<file path="src/hdl/pol_pkg.sv">
// shared constants and types for the positional ordered list
`default_nettype none
package pol_pkg;

    localparam int DEPTH = 16;
    localparam int IDX_W = $clog2(DEPTH);
    localparam int CNT_W = $clog2(DEPTH + 1);
    localparam int POS_W = 5;
    localparam int CMP_W = ((CNT_W > POS_W) ? CNT_W : POS_W) + 1;

    localparam logic [2:0] MODE_INSERT = 3'd0;
    localparam logic [2:0] MODE_DELETE = 3'd1;
    localparam logic [2:0] MODE_READ   = 3'd2;
    localparam logic [2:0] MODE_LOCATE = 3'd3;
    localparam logic [2:0] MODE_CLEAR  = 3'd4;

    localparam logic [1:0] ST_DONE  = 2'd0;
    localparam logic [1:0] ST_RANGE = 2'd1;
    localparam logic [1:0] ST_FULL  = 2'd2;

    typedef struct packed {
        logic             ins;
        logic             del;
        logic [IDX_W-1:0] tgt;
        logic [7:0]       value;
    } cell_op_t;

endpackage
`default_nettype wire

</file>
<file path="src/hdl/pol_req_if.sv">
// request channel: mode, position and value
`default_nettype none
interface pol_req_if;
    logic       valid;
    logic       ready;
    logic [2:0] mode;
    logic [4:0] position;
    logic [7:0] value;

    modport source (output valid, mode, position, value, input ready);
    modport sink   (input valid, mode, position, value, output ready);
endinterface
`default_nettype wire

</file>
<file path="src/hdl/pol_rsp_if.sv">
// result channel: status, read value, found position, length, empty flag
`default_nettype none
interface pol_rsp_if;
    logic       valid;
    logic       ready;
    logic [1:0] status;
    logic [7:0] read_value;
    logic [4:0] found_position;
    logic [4:0] list_length;
    logic       is_empty;

    modport source (output valid, status, read_value, found_position, list_length, is_empty,
                    input ready);
    modport sink   (input valid, status, read_value, found_position, list_length, is_empty,
                    output ready);
endinterface
`default_nettype wire

</file>
<file path="src/hdl/pol_cell.sv">
// one list cell: holds an entry, shifts with its neighbours, joins the read and match chains
`default_nettype none
module pol_cell
    import pol_pkg::*;
(
    input  logic             clk,
    input  logic [IDX_W-1:0] idx,
    input  cell_op_t         op,
    input  logic [7:0]       left,
    input  logic [7:0]       right,
    input  logic [CNT_W-1:0] count,
    input  logic             hit_in,
    input  logic [CNT_W-1:0] fpos_in,
    input  logic [7:0]       rd_in,
    output logic [7:0]       entry,
    output logic             hit_out,
    output logic [CNT_W-1:0] fpos_out,
    output logic [7:0]       rd_out
);

    logic [7:0] entry_reg;
    logic [7:0] entry_next;
    logic       occupied;
    logic       match;

    assign occupied = CNT_W'(idx) < count;
    assign match    = occupied && (entry_reg == op.value);

    always_comb
    begin
        entry_next = entry_reg;
        if (op.ins)
        begin
            if (idx > op.tgt)
                entry_next = left;
            else if (idx == op.tgt)
                entry_next = op.value;
        end
        else if (op.del)
        begin
            if (idx >= op.tgt)
                entry_next = right;
        end
    end

    always_ff @(posedge clk)
    begin
        entry_reg <= entry_next;
    end

    // first match wins along the chain
    assign hit_out  = hit_in || match;
    assign fpos_out = hit_in ? fpos_in : (match ? CNT_W'(idx) + CNT_W'(1) : '0);
    assign rd_out   = rd_in | ((idx == op.tgt) ? entry_reg : 8'd0);
    assign entry    = entry_reg;

endmodule
`default_nettype wire

</file>
<file path="src/hdl/positional_ordered_list.sv">
// top level of the positional ordered list: request decode, cell row, result register
//
// channel  dir  handshake      payload
// req      in   valid/ready    mode, position, value
// rsp      out  valid/ready    status, read_value, found_position, list_length, is_empty
//
// one request is taken per cycle; its result appears in the cycle after acceptance
// the cell row reads and matches in the cycle a request is accepted and shifts at its end
// rst_n clears the length and the result valid flag; entries are not cleared
// a stalled result holds req.ready low until rsp.ready takes it
`default_nettype none
module positional_ordered_list
    import pol_pkg::*;
(
    input  logic         clk,
    input  logic         rst_n,
    pol_req_if.sink      req,
    pol_rsp_if.source    rsp
);

    logic [CNT_W-1:0] count_reg;
    logic [CNT_W-1:0] count_next;
    logic             rsp_valid_reg;
    logic [1:0]       status_reg;
    logic [1:0]       status_next;
    logic [7:0]       read_value_reg;
    logic [7:0]       read_value_next;
    logic [4:0]       found_reg;
    logic [4:0]       found_next;
    logic [4:0]       length_reg;
    logic             empty_reg;

    logic             acc;
    logic [CMP_W-1:0] pos_x;
    logic [CMP_W-1:0] cnt_x;
    logic [CMP_W-1:0] pos_m1;
    logic [CMP_W-1:0] found_x;
    logic [CMP_W-1:0] count_x;
    logic             pos_nonzero;
    logic             pos_ok;
    logic             ins_pos_ok;
    logic             has_room;
    logic             ins_ok;
    cell_op_t         op;

    logic [7:0]       entry_w [DEPTH];
    logic             hit_w   [DEPTH+1];
    logic [CNT_W-1:0] fpos_w  [DEPTH+1];
    logic [7:0]       rd_w    [DEPTH+1];

    assign acc       = req.valid && req.ready;
    assign req.ready = !rsp_valid_reg || rsp.ready;

    assign pos_x       = CMP_W'(req.position);
    assign cnt_x       = CMP_W'(count_reg);
    assign pos_m1      = pos_x - CMP_W'(1);
    assign pos_nonzero = pos_x != '0;
    assign pos_ok      = pos_nonzero && (pos_x <= cnt_x);
    assign ins_pos_ok  = pos_nonzero && (pos_x <= cnt_x + CMP_W'(1));
    assign has_room    = count_reg != CNT_W'(DEPTH);
    assign ins_ok      = (req.mode == MODE_INSERT) && has_room && ins_pos_ok;

    assign op.ins   = acc && ins_ok;
    assign op.del   = acc && (req.mode == MODE_DELETE) && pos_ok;
    assign op.tgt   = pos_m1[IDX_W-1:0];
    assign op.value = req.value;

    assign hit_w[0]  = 1'b0;
    assign fpos_w[0] = '0;
    assign rd_w[0]   = 8'd0;

    for (genvar i = 0; i < DEPTH; i++)
    begin : g_cell
        logic [7:0] left_w;
        logic [7:0] right_w;

        if (i == 0)
        begin : g_first
            assign left_w = req.value;
        end
        else
        begin : g_mid
            assign left_w = entry_w[i-1];
        end

        if (i == DEPTH - 1)
        begin : g_last
            assign right_w = entry_w[i];
        end
        else
        begin : g_inner
            assign right_w = entry_w[i+1];
        end

        pol_cell u_cell (
            .clk      (clk),
            .idx      (IDX_W'(i)),
            .op       (op),
            .left     (left_w),
            .right    (right_w),
            .count    (count_reg),
            .hit_in   (hit_w[i]),
            .fpos_in  (fpos_w[i]),
            .rd_in    (rd_w[i]),
            .entry    (entry_w[i]),
            .hit_out  (hit_w[i+1]),
            .fpos_out (fpos_w[i+1]),
            .rd_out   (rd_w[i+1])
        );
    end

    assign found_x = CMP_W'(fpos_w[DEPTH]);

    always_comb
    begin
        count_next      = count_reg;
        status_next     = ST_DONE;
        read_value_next = 8'd0;
        found_next      = 5'd0;
        unique case (req.mode)
            MODE_INSERT:
            begin
                if (!has_room)
                    status_next = ST_FULL;
                else if (!ins_pos_ok)
                    status_next = ST_RANGE;
                else
                    count_next = count_reg + CNT_W'(1);
            end
            MODE_DELETE:
            begin
                if (!pos_ok)
                    status_next = ST_RANGE;
                else
                    count_next = count_reg - CNT_W'(1);
            end
            MODE_READ:
            begin
                if (!pos_ok)
                    status_next = ST_RANGE;
                else
                    read_value_next = rd_w[DEPTH];
            end
            MODE_LOCATE:
            begin
                found_next = found_x[4:0];
            end
            MODE_CLEAR:
            begin
                count_next = '0;
            end
            default:
            begin
                count_next = count_reg;
            end
        endcase
    end

    assign count_x = CMP_W'(count_next);

    always_ff @(posedge clk or negedge rst_n)
    begin
        if (!rst_n)
        begin
            count_reg     <= '0;
            rsp_valid_reg <= 1'b0;
        end
        else
        begin
            if (acc)
            begin
                count_reg     <= count_next;
                rsp_valid_reg <= 1'b1;
            end
            else if (rsp.ready)
            begin
                rsp_valid_reg <= 1'b0;
            end
        end
    end

    always_ff @(posedge clk)
    begin
        if (acc)
        begin
            status_reg     <= status_next;
            read_value_reg <= read_value_next;
            found_reg      <= found_next;
            length_reg     <= count_x[4:0];
            empty_reg      <= count_next == '0;
        end
    end

    assign rsp.valid          = rsp_valid_reg;
    assign rsp.status         = status_reg;
    assign rsp.read_value     = read_value_reg;
    assign rsp.found_position = found_reg;
    assign rsp.list_length    = length_reg;
    assign rsp.is_empty       = empty_reg;

    a_count_bound: assert property (@(posedge clk) disable iff (!rst_n)
        count_reg <= CNT_W'(DEPTH))
        else $error("length beyond depth");

    a_clear: assert property (@(posedge clk) disable iff (!rst_n)
        acc && (req.mode == MODE_CLEAR) |=> count_reg == '0)
        else $error("clear left entries");

    a_insert_grows: assert property (@(posedge clk) disable iff (!rst_n)
        acc && ins_ok |=> count_reg == $past(count_reg) + CNT_W'(1))
        else $error("insert did not grow the list");

    a_empty_flag: assert property (@(posedge clk) disable iff (!rst_n)
        rsp_valid_reg |-> empty_reg == (count_reg == '0))
        else $error("empty flag disagrees with length");

    a_full_no_change: assert property (@(posedge clk) disable iff (!rst_n)
        acc && (req.mode == MODE_INSERT) && !has_room |=> count_reg == $past(count_reg))
        else $error("insert into full list changed length");

endmodule
`default_nettype wire

</file>
<file path="src/flat_wrapper.sv">
// flat-port wrapper written by rule: the top's interface ports become plain ports
module positional_ordered_list_flat import pol_pkg::*;
  (clk, rst_n, req_valid, req_mode, req_position, req_value, req_ready, rsp_valid, rsp_status, rsp_read_value, rsp_found_position, rsp_list_length, rsp_is_empty, rsp_ready);
  pol_req_if req_i ();
  pol_rsp_if rsp_i ();
  input  logic clk;
  input  logic rst_n;
  input wire logic [$bits(req_i.valid)-1:0] req_valid;
  input wire logic [$bits(req_i.mode)-1:0] req_mode;
  input wire logic [$bits(req_i.position)-1:0] req_position;
  input wire logic [$bits(req_i.value)-1:0] req_value;
  output wire logic [$bits(req_i.ready)-1:0] req_ready;
  output wire logic [$bits(rsp_i.valid)-1:0] rsp_valid;
  output wire logic [$bits(rsp_i.status)-1:0] rsp_status;
  output wire logic [$bits(rsp_i.read_value)-1:0] rsp_read_value;
  output wire logic [$bits(rsp_i.found_position)-1:0] rsp_found_position;
  output wire logic [$bits(rsp_i.list_length)-1:0] rsp_list_length;
  output wire logic [$bits(rsp_i.is_empty)-1:0] rsp_is_empty;
  input wire logic [$bits(rsp_i.ready)-1:0] rsp_ready;
  assign req_i.valid = req_valid;
  assign req_i.mode = req_mode;
  assign req_i.position = req_position;
  assign req_i.value = req_value;
  assign req_ready = req_i.ready;
  assign rsp_valid = rsp_i.valid;
  assign rsp_status = rsp_i.status;
  assign rsp_read_value = rsp_i.read_value;
  assign rsp_found_position = rsp_i.found_position;
  assign rsp_list_length = rsp_i.list_length;
  assign rsp_is_empty = rsp_i.is_empty;
  assign rsp_i.ready = rsp_ready;
  positional_ordered_list u_core (.clk(clk), .rst_n(rst_n), .req(req_i), .rsp(rsp_i));
endmodule
</file>
<file path="config.mk">
export PLATFORM = sky130hd
export DESIGN_NAME = positional_ordered_list_flat
export DESIGN_NICKNAME = d
export VERILOG_FILES = /design/src/hdl/pol_pkg.sv /design/src/hdl/pol_req_if.sv /design/src/hdl/pol_rsp_if.sv /design/src/hdl/pol_cell.sv /design/src/hdl/positional_ordered_list.sv /design/src/flat_wrapper.sv
export SDC_FILE = /design/constraint.sdc
export NUM_CORES = 1
export LEC_CHECK = 0
export ABC_CLOCK_PERIOD_IN_PS = 6100
export BUFFER_PORTS_ARGS = -buffer_cell sky130_fd_sc_hd__buf_2
export CAP_MARGIN = 20
export CORE_MARGIN = 3
export CORE_UTILIZATION = 30
export CTS_BUF_LIST = sky130_fd_sc_hd__clkbuf_4 sky130_fd_sc_hd__clkbuf_8
export DETAILED_ROUTE_END_ITERATION = 8
export SKIP_LAST_GASP = 1
export SYNTH_ARGS = -nofsm -noshare
export SYNTH_HDL_FRONTEND = slang
export SYNTH_SLANG_ARGS = --single-unit
</file>
<file path="constraint.sdc">
create_clock -name clk -period 6.1 [get_ports clk]
set_clock_uncertainty 0.1 [all_clocks]
set_input_delay 0.61 -clock clk [delete_from_list [all_inputs] [get_ports clk]]
set_output_delay 0.61 -clock clk [all_outputs]
set_load 0.05 [all_outputs]
</file>
* Word level (Yosys, flattened, before mapping) *
Index checks and enable logic that the tools add are counted.

storage, ports and cells
  bits of input ports = 20
  register bits = 155
  logic and storage cells = 355
  output and inout port bits = 23

operators by class
  add/sub/neg operators = 4
  magnitude comparators = 49
  eq/ne operators = 51
  bitwise operators = 15
  muxes and demuxes = 133
  reductions and logical operators = 80

operators by type and width
  kind                  number
  $mux W8               93
  $eq A8 B8 Y1          16
  $or A8 B8 Y8          15
  $mux W5               18
  $reduce_and A3 Y1     15
  $ne A3 B3 Y1 const B  14
  $lt A4 B5 Y1 const A  8
  $reduce_bool A2 Y1    18
  $eq A4 B4 Y1 const A  8
  $gt A4 B4 Y1 const A  8
  $mux W4               8
  $ge A4 B4 Y1 const A  7
  $logic_and A1 B1 Y1   24
  $lt A3 B5 Y1 const A  4
  $eq A3 B4 Y1 const A  4
  $ge A3 B4 Y1 const A  4
  $gt A3 B4 Y1 const A  4
  $logic_or A1 B1 Y1    15
  $pmux W5 S3           1
  $mux W3               4
  $lt A1 B5 Y1 const A  2
  $lt A2 B5 Y1 const A  2
  $eq A2 B4 Y1 const A  2
  $ge A1 B4 Y1 const A  2
  25 further kinds      36

* Depth between registers and ports, before layout *
  depth after elaboration = 18
  gate-level depth with buffers = 16
  gate-level depth less buffers = 12

* Hierarchy *
Synthesis repeated with hierarchy kept, for this count alone.

unflattened totals
  cells, all modules = 1,769
  area total of the unflattened synthesis = 16,359.4 µm²

by module, submodules not included
  module                   area each (µm²)  cells each  times used  seq. area each (µm²)
  pol_cell                 909.6            100         16          240.2
  positional_ordered_list  1,805.5          169         1           780.7

* Worst setup path before layout *
Ideal clock, no wire load.

  path type = reg-to-reg
  start point = reg u_core.count_reg[0]
  end point = reg u_core.g_cell[5].u_cell.entry_reg[0], enable pin
  buffers on the path = 2
  setup time = 370 ps
  slack = 2,554 ps
  period minus slack after synthesis = 3,546 ps
  arrival time = 3,076 ps
  stages on the path, launching flop included = 15
  data required time = 5,630 ps
  path through = dfrtp_1 -> clkbuf_1 -> inv_1 -> ha_1 -> inv_1 -> ha_1 -> nand4_1 -> a211o_1 -> o211ai_4 -> and2_1 -> buf_6 -> nand2_2 -> a21oi_1 -> nand2_1 -> nor2_1

on the way
  word-level cells in the longest chain between the ends = 7
  elaborated cells on any way between the ends = 14
  classes of those cells = add/sub (1); order compare (2); eq/ne (2); reduce/logical (9)

RTL lines
  item                                                                        line                            source
  start: declaration                                                          positional_ordered_list.sv:21   logic [CNT_W-1:0] count_reg;
  start signal: assignment                                                    positional_ordered_list.sv:172  count_reg <= count_next;
  $add A5 B1 Y6                                                               positional_ordered_list.sv:59   assign ins_pos_ok = pos_nonzero && (pos_x <= cnt_x + CMP_W'(1));
  $le A5 B6 Y1                                                                positional_ordered_list.sv:59
  $logic_and A1 B1 Y1                                                         positional_ordered_list.sv:59
  $logic_and A1 B1 Y1                                                         positional_ordered_list.sv:61   assign ins_ok = (req.mode == MODE_INSERT) && has_room && ins_pos_ok;
  $logic_and A1 B1 Y1                                                         positional_ordered_list.sv:63   assign op.ins = acc && ins_ok;
  $ne A3 B3 Y1 (no source line) / $reduce_bool A2 Y1 (equally long branches)  n/a
  $reduce_and A3 Y1 (no source line) *                                        n/a
  end signal: assignment                                                      pol_cell.sv:48                  entry_reg <= entry_next;
  end: declaration                                                            pol_cell.sv:21                  logic [7:0] entry_reg;

Every way passes the cells marked *; elsewhere a longest branch is shown, timed or not.
A chain may end at the register's enable or synchronous reset.

* Worst setup path after layout *
  start point = reg u_core.count_reg[0]
  end point = reg u_core.g_cell[8].u_cell.entry_reg[1] (data pin)

on the way
  word-level cells in the longest chain between the ends = 6
  elaborated cells on any way between the ends = 8
  classes of those cells = add/sub (1); order compare (1); eq/ne (1); mux (1); reduce/logical (4)

RTL lines
  item                                             line                           source
  $add A5 B1 Y6                                    positional_ordered_list.sv:59
  $le A5 B6 Y1                                     positional_ordered_list.sv:59
  $logic_and A1 B1 Y1                              positional_ordered_list.sv:59
  $logic_and A1 B1 Y1 *                            positional_ordered_list.sv:61
  $logic_and A1 B1 Y1 *                            positional_ordered_list.sv:63
  $mux W8 *                                        pol_cell.sv:32                 if (op.ins)
  named net u_core.g_cell[8].u_cell.entry_next[1]  pol_cell.sv:22                 logic [7:0] entry_next;
  end signal: assignment                           pol_cell.sv:48
  end: declaration                                 pol_cell.sv:21

Mark *: on every way through the listed nets, which the timed path passes. The rest lies on a longest branch.

==> results.toml <==
[status]
status = "complete, no violations"

[synthesis]
synth-edff-count = 149
syn-cell-area_mm2 = 0.0110
syn-num-nets = 1171
yosysTopAreaCell = "edfxtp_1"
synthFlopType = "edfxtp_1"
synth_area_leaders = "edfxtp_1, mux2i_1, a21oi_1"
synth_cell_types = 70
synthCells = 1133
async_reset_ff_share_pct = 3.87
yosysWarnings = 0
ys_seq_area_share_pct = 42.2
synth-seq-cells = 155
synth_top_area_share_pct = 40.8
post_synth.cell_area_avg_um2 = 9.67

[cts]
hold_buffers = 1
clock-root-buffer = "clkbuf_8"
ctsResizeCount = 0
post_cts_buffers = 0
cts_buffer_depth = 2
tritoncts = "yes"
clock-sinks = 155
clkTransAtPathRegs_ns = 0.10
cts_inserted_buffers = 17
clk_latency_ns = 0.47
htreeDepth = 4

[min_path]
hp-class = "input pin to flip-flop"

[cells_and_area]
register_area_mm2 = 0.00462
drive_above_1_share_pct = 11.2
largest_register_ffs = 128
antenna_cells = 0
multi_input_area_mm2 = 0.00588
finalNonFillerCells = 1599
fillCellCount = 3687
mostFrequentLayoutCell = "nor2_1"
area_growth_syn_to_layout_pct = 8.42
final_cell_mix = "nor2_1, edfxtp_1, a21oi_1"
nets = 1163

[route]
routed_wl_mm = 40.4
viasPerCell = 5.92
post_drt_wl_per_cell_um = 25.3
route.detailed.drc = 0
drtPass1Iterations = 6
vias = 9466
initialDrtViolationCount = 1544
ant_nets = 0

[timing]
fin_crit_sh_pct = 73.8
finalMaxSlewViolations = 0
timing.fmax_mhz = 222
tns_ns = 0
grt_setup_unrepaired = "no"
finalSetupViolCount = 0
relSlewSlack_pct = 23.2
fin_ws_ns = 1.60
min_period_ns = 4.50
hold_viol = 0
tightestPinTransition_ns = 1.15

[placement]
dp_hpwl_mm = 28.6
place_congestion = 0.991
place.port_buffers = 42
preCtsSetupSlack_ns = 1.73
dp.cells = 1566

[grt]
gr-usage-all-layers_pct = 20.3
grt_antenna_before_repair = 1
grt_first_pass_wirelength_mm = 59.2
first_global_vias = 8759
grt_max_degree = 113
gr-total-overflow = 0

[setup_path]
critPathLaunch = "u_core.count_reg[0]$_DFFE_PN0P_"
worstSetupPathType = "flip-flop to flip-flop"
worstSetupStartpointType = "flip-flop"
r2r_cells = 13
arrival_ns = 4.72
cp.required_ns = 6.32
reg2reg_slack_ns = 1.60
crit_fanout = 112
r2r-start = "u_core.count_reg[0]$_DFFE_PN0P_"
reg2reg_to = "u_core.g_cell[8].u_cell.entry[1]$_DFFE_PP_"
cp-endpoint = "u_core.g_cell[8].u_cell.entry[1]$_DFFE_PP_"
endpoint_kind = "flip-flop"

[power]
peakVddDrop_uv = 120
powerDensity_mw_per_mm2 = 261
power_leakage_nw = 4.28

[floorplan]
start_util_pct = 30.6
io_pins = 43
core_mm2 = 0.0357
chipHeight_um = 197
rows = 69
die_w_um = 197
die-area_mm2 = 0.0388

[run]
cap_violations = 0
kinds of logic after synthesis:
family | Yosys count | synth area share, %
muxes | 125 | 11.6
buffers and inverters | 99 | 4.13
AOI/OAI and AO/OA | 248 | 14.2
and+or+nand+nor | 352 | 14.8
DFF | 155 | 42.2
xor gates and xnor gates | 136 | 10.9
adders and majority gates | 18 | 2.06
critical path, cell delays in order (launching register included):
cell,delay [ns]
dfrtp_1,0.69
inv_1,0.26
ha_1,0.40
inv_1,0.05
ha_1,0.29
nand4_1,0.10
a211o_1,0.33
o211ai_4,0.11
and2_1,0.29
nand2_2,0.13
nor2_4,0.75
buf_12,0.43
nor2_1,0.11
a31oi_1,0.17
cell usage after synthesis, types with 4 or more instances:
cell type / n
nand2_1: 71
a222oi_1: 7
nand3_1: 25
buf_1: 8
nor2_1: 160
a32oi_1: 10
ha_1: 18
edfxtp_1: 149
nor4_1: 18
xnor2_1: 63
clkbuf_1: 38
o211ai_1: 4
a31oi_1: 19
buf_4: 7
mux2i_1: 107
and2_1: 4
inv_1: 9
a22oi_1: 20
a221oi_1: 7
nand2b_1: 7
buf_2: 32
mux2_2: 18
and3_1: 11
o21ai_0: 18
a21oi_1: 130
dfrtp_1: 6
or3_1: 4
nand4_1: 19
xor2_1: 72
nor3_1: 9
per-stage QoR:
| step | instance area (µm²) | util (%) | total power, mW | hold WS, ns |
|---|---|---|---|---|
| after global routing | 11900 | 33.2 | 3.22 | 0.262 |
| final | 11900 | 33.2 | 3.09 | 0.244 |
| after floorplan | 11000 | - | 2.04 | 0.214 |
| after detailed placement | 11500 | 32.2 | 2.31 | 0.358 |
| after global placement | 11500 | 32.2 | 2.31 | 0.353 |
| after CTS | 11900 | 33.2 | 3.07 | 0.233 |
routing by layer:
metal	global-route usage (%)	routed length (µm)	share of wire [%]
met3	4.78	4660	12
met2	29.6	17300	43
met5	0	17	0.042
met4	8.10	1620	4.0
met1	29.0	16900	42
worst min path at each step:
stage                         start                         endpoint  slack (ns)  cells past startpoint
after floorplan               rst_n  u_core.count_reg[0]$_DFFE_PN0P_        0.21                      0
after global placement        rst_n  u_core.count_reg[2]$_DFFE_PN0P_        0.35                      1
after detailed placement      rst_n  u_core.count_reg[2]$_DFFE_PN0P_        0.36                      1
after CTS                 req_valid     u_core.rsp.valid$_DFFE_PN0P_        0.23                      2
after global routing      req_valid     u_core.rsp.valid$_DFFE_PN0P_        0.26                      2
final                     req_valid     u_core.rsp.valid$_DFFE_PN0P_        0.24                      2
cell type report:
type	instances	area share, %
clock inverter	15	1.17
inverter	12	0.379
sequential	155	38.9
clock buffer	17	1.97
tap	461	4.86
multi-input combinational	879	49.5
timing repair buffer	60	3.14
where the power goes:
group / switching [mW] / total (mW) / internal (mW)
logic: 0.647 / 0.974 / 0.327
clock network: 0.449 / 0.777 / 0.328
registers: 0.100 / 1.34 / 1.24
Power figures use the tool's default switching activity.
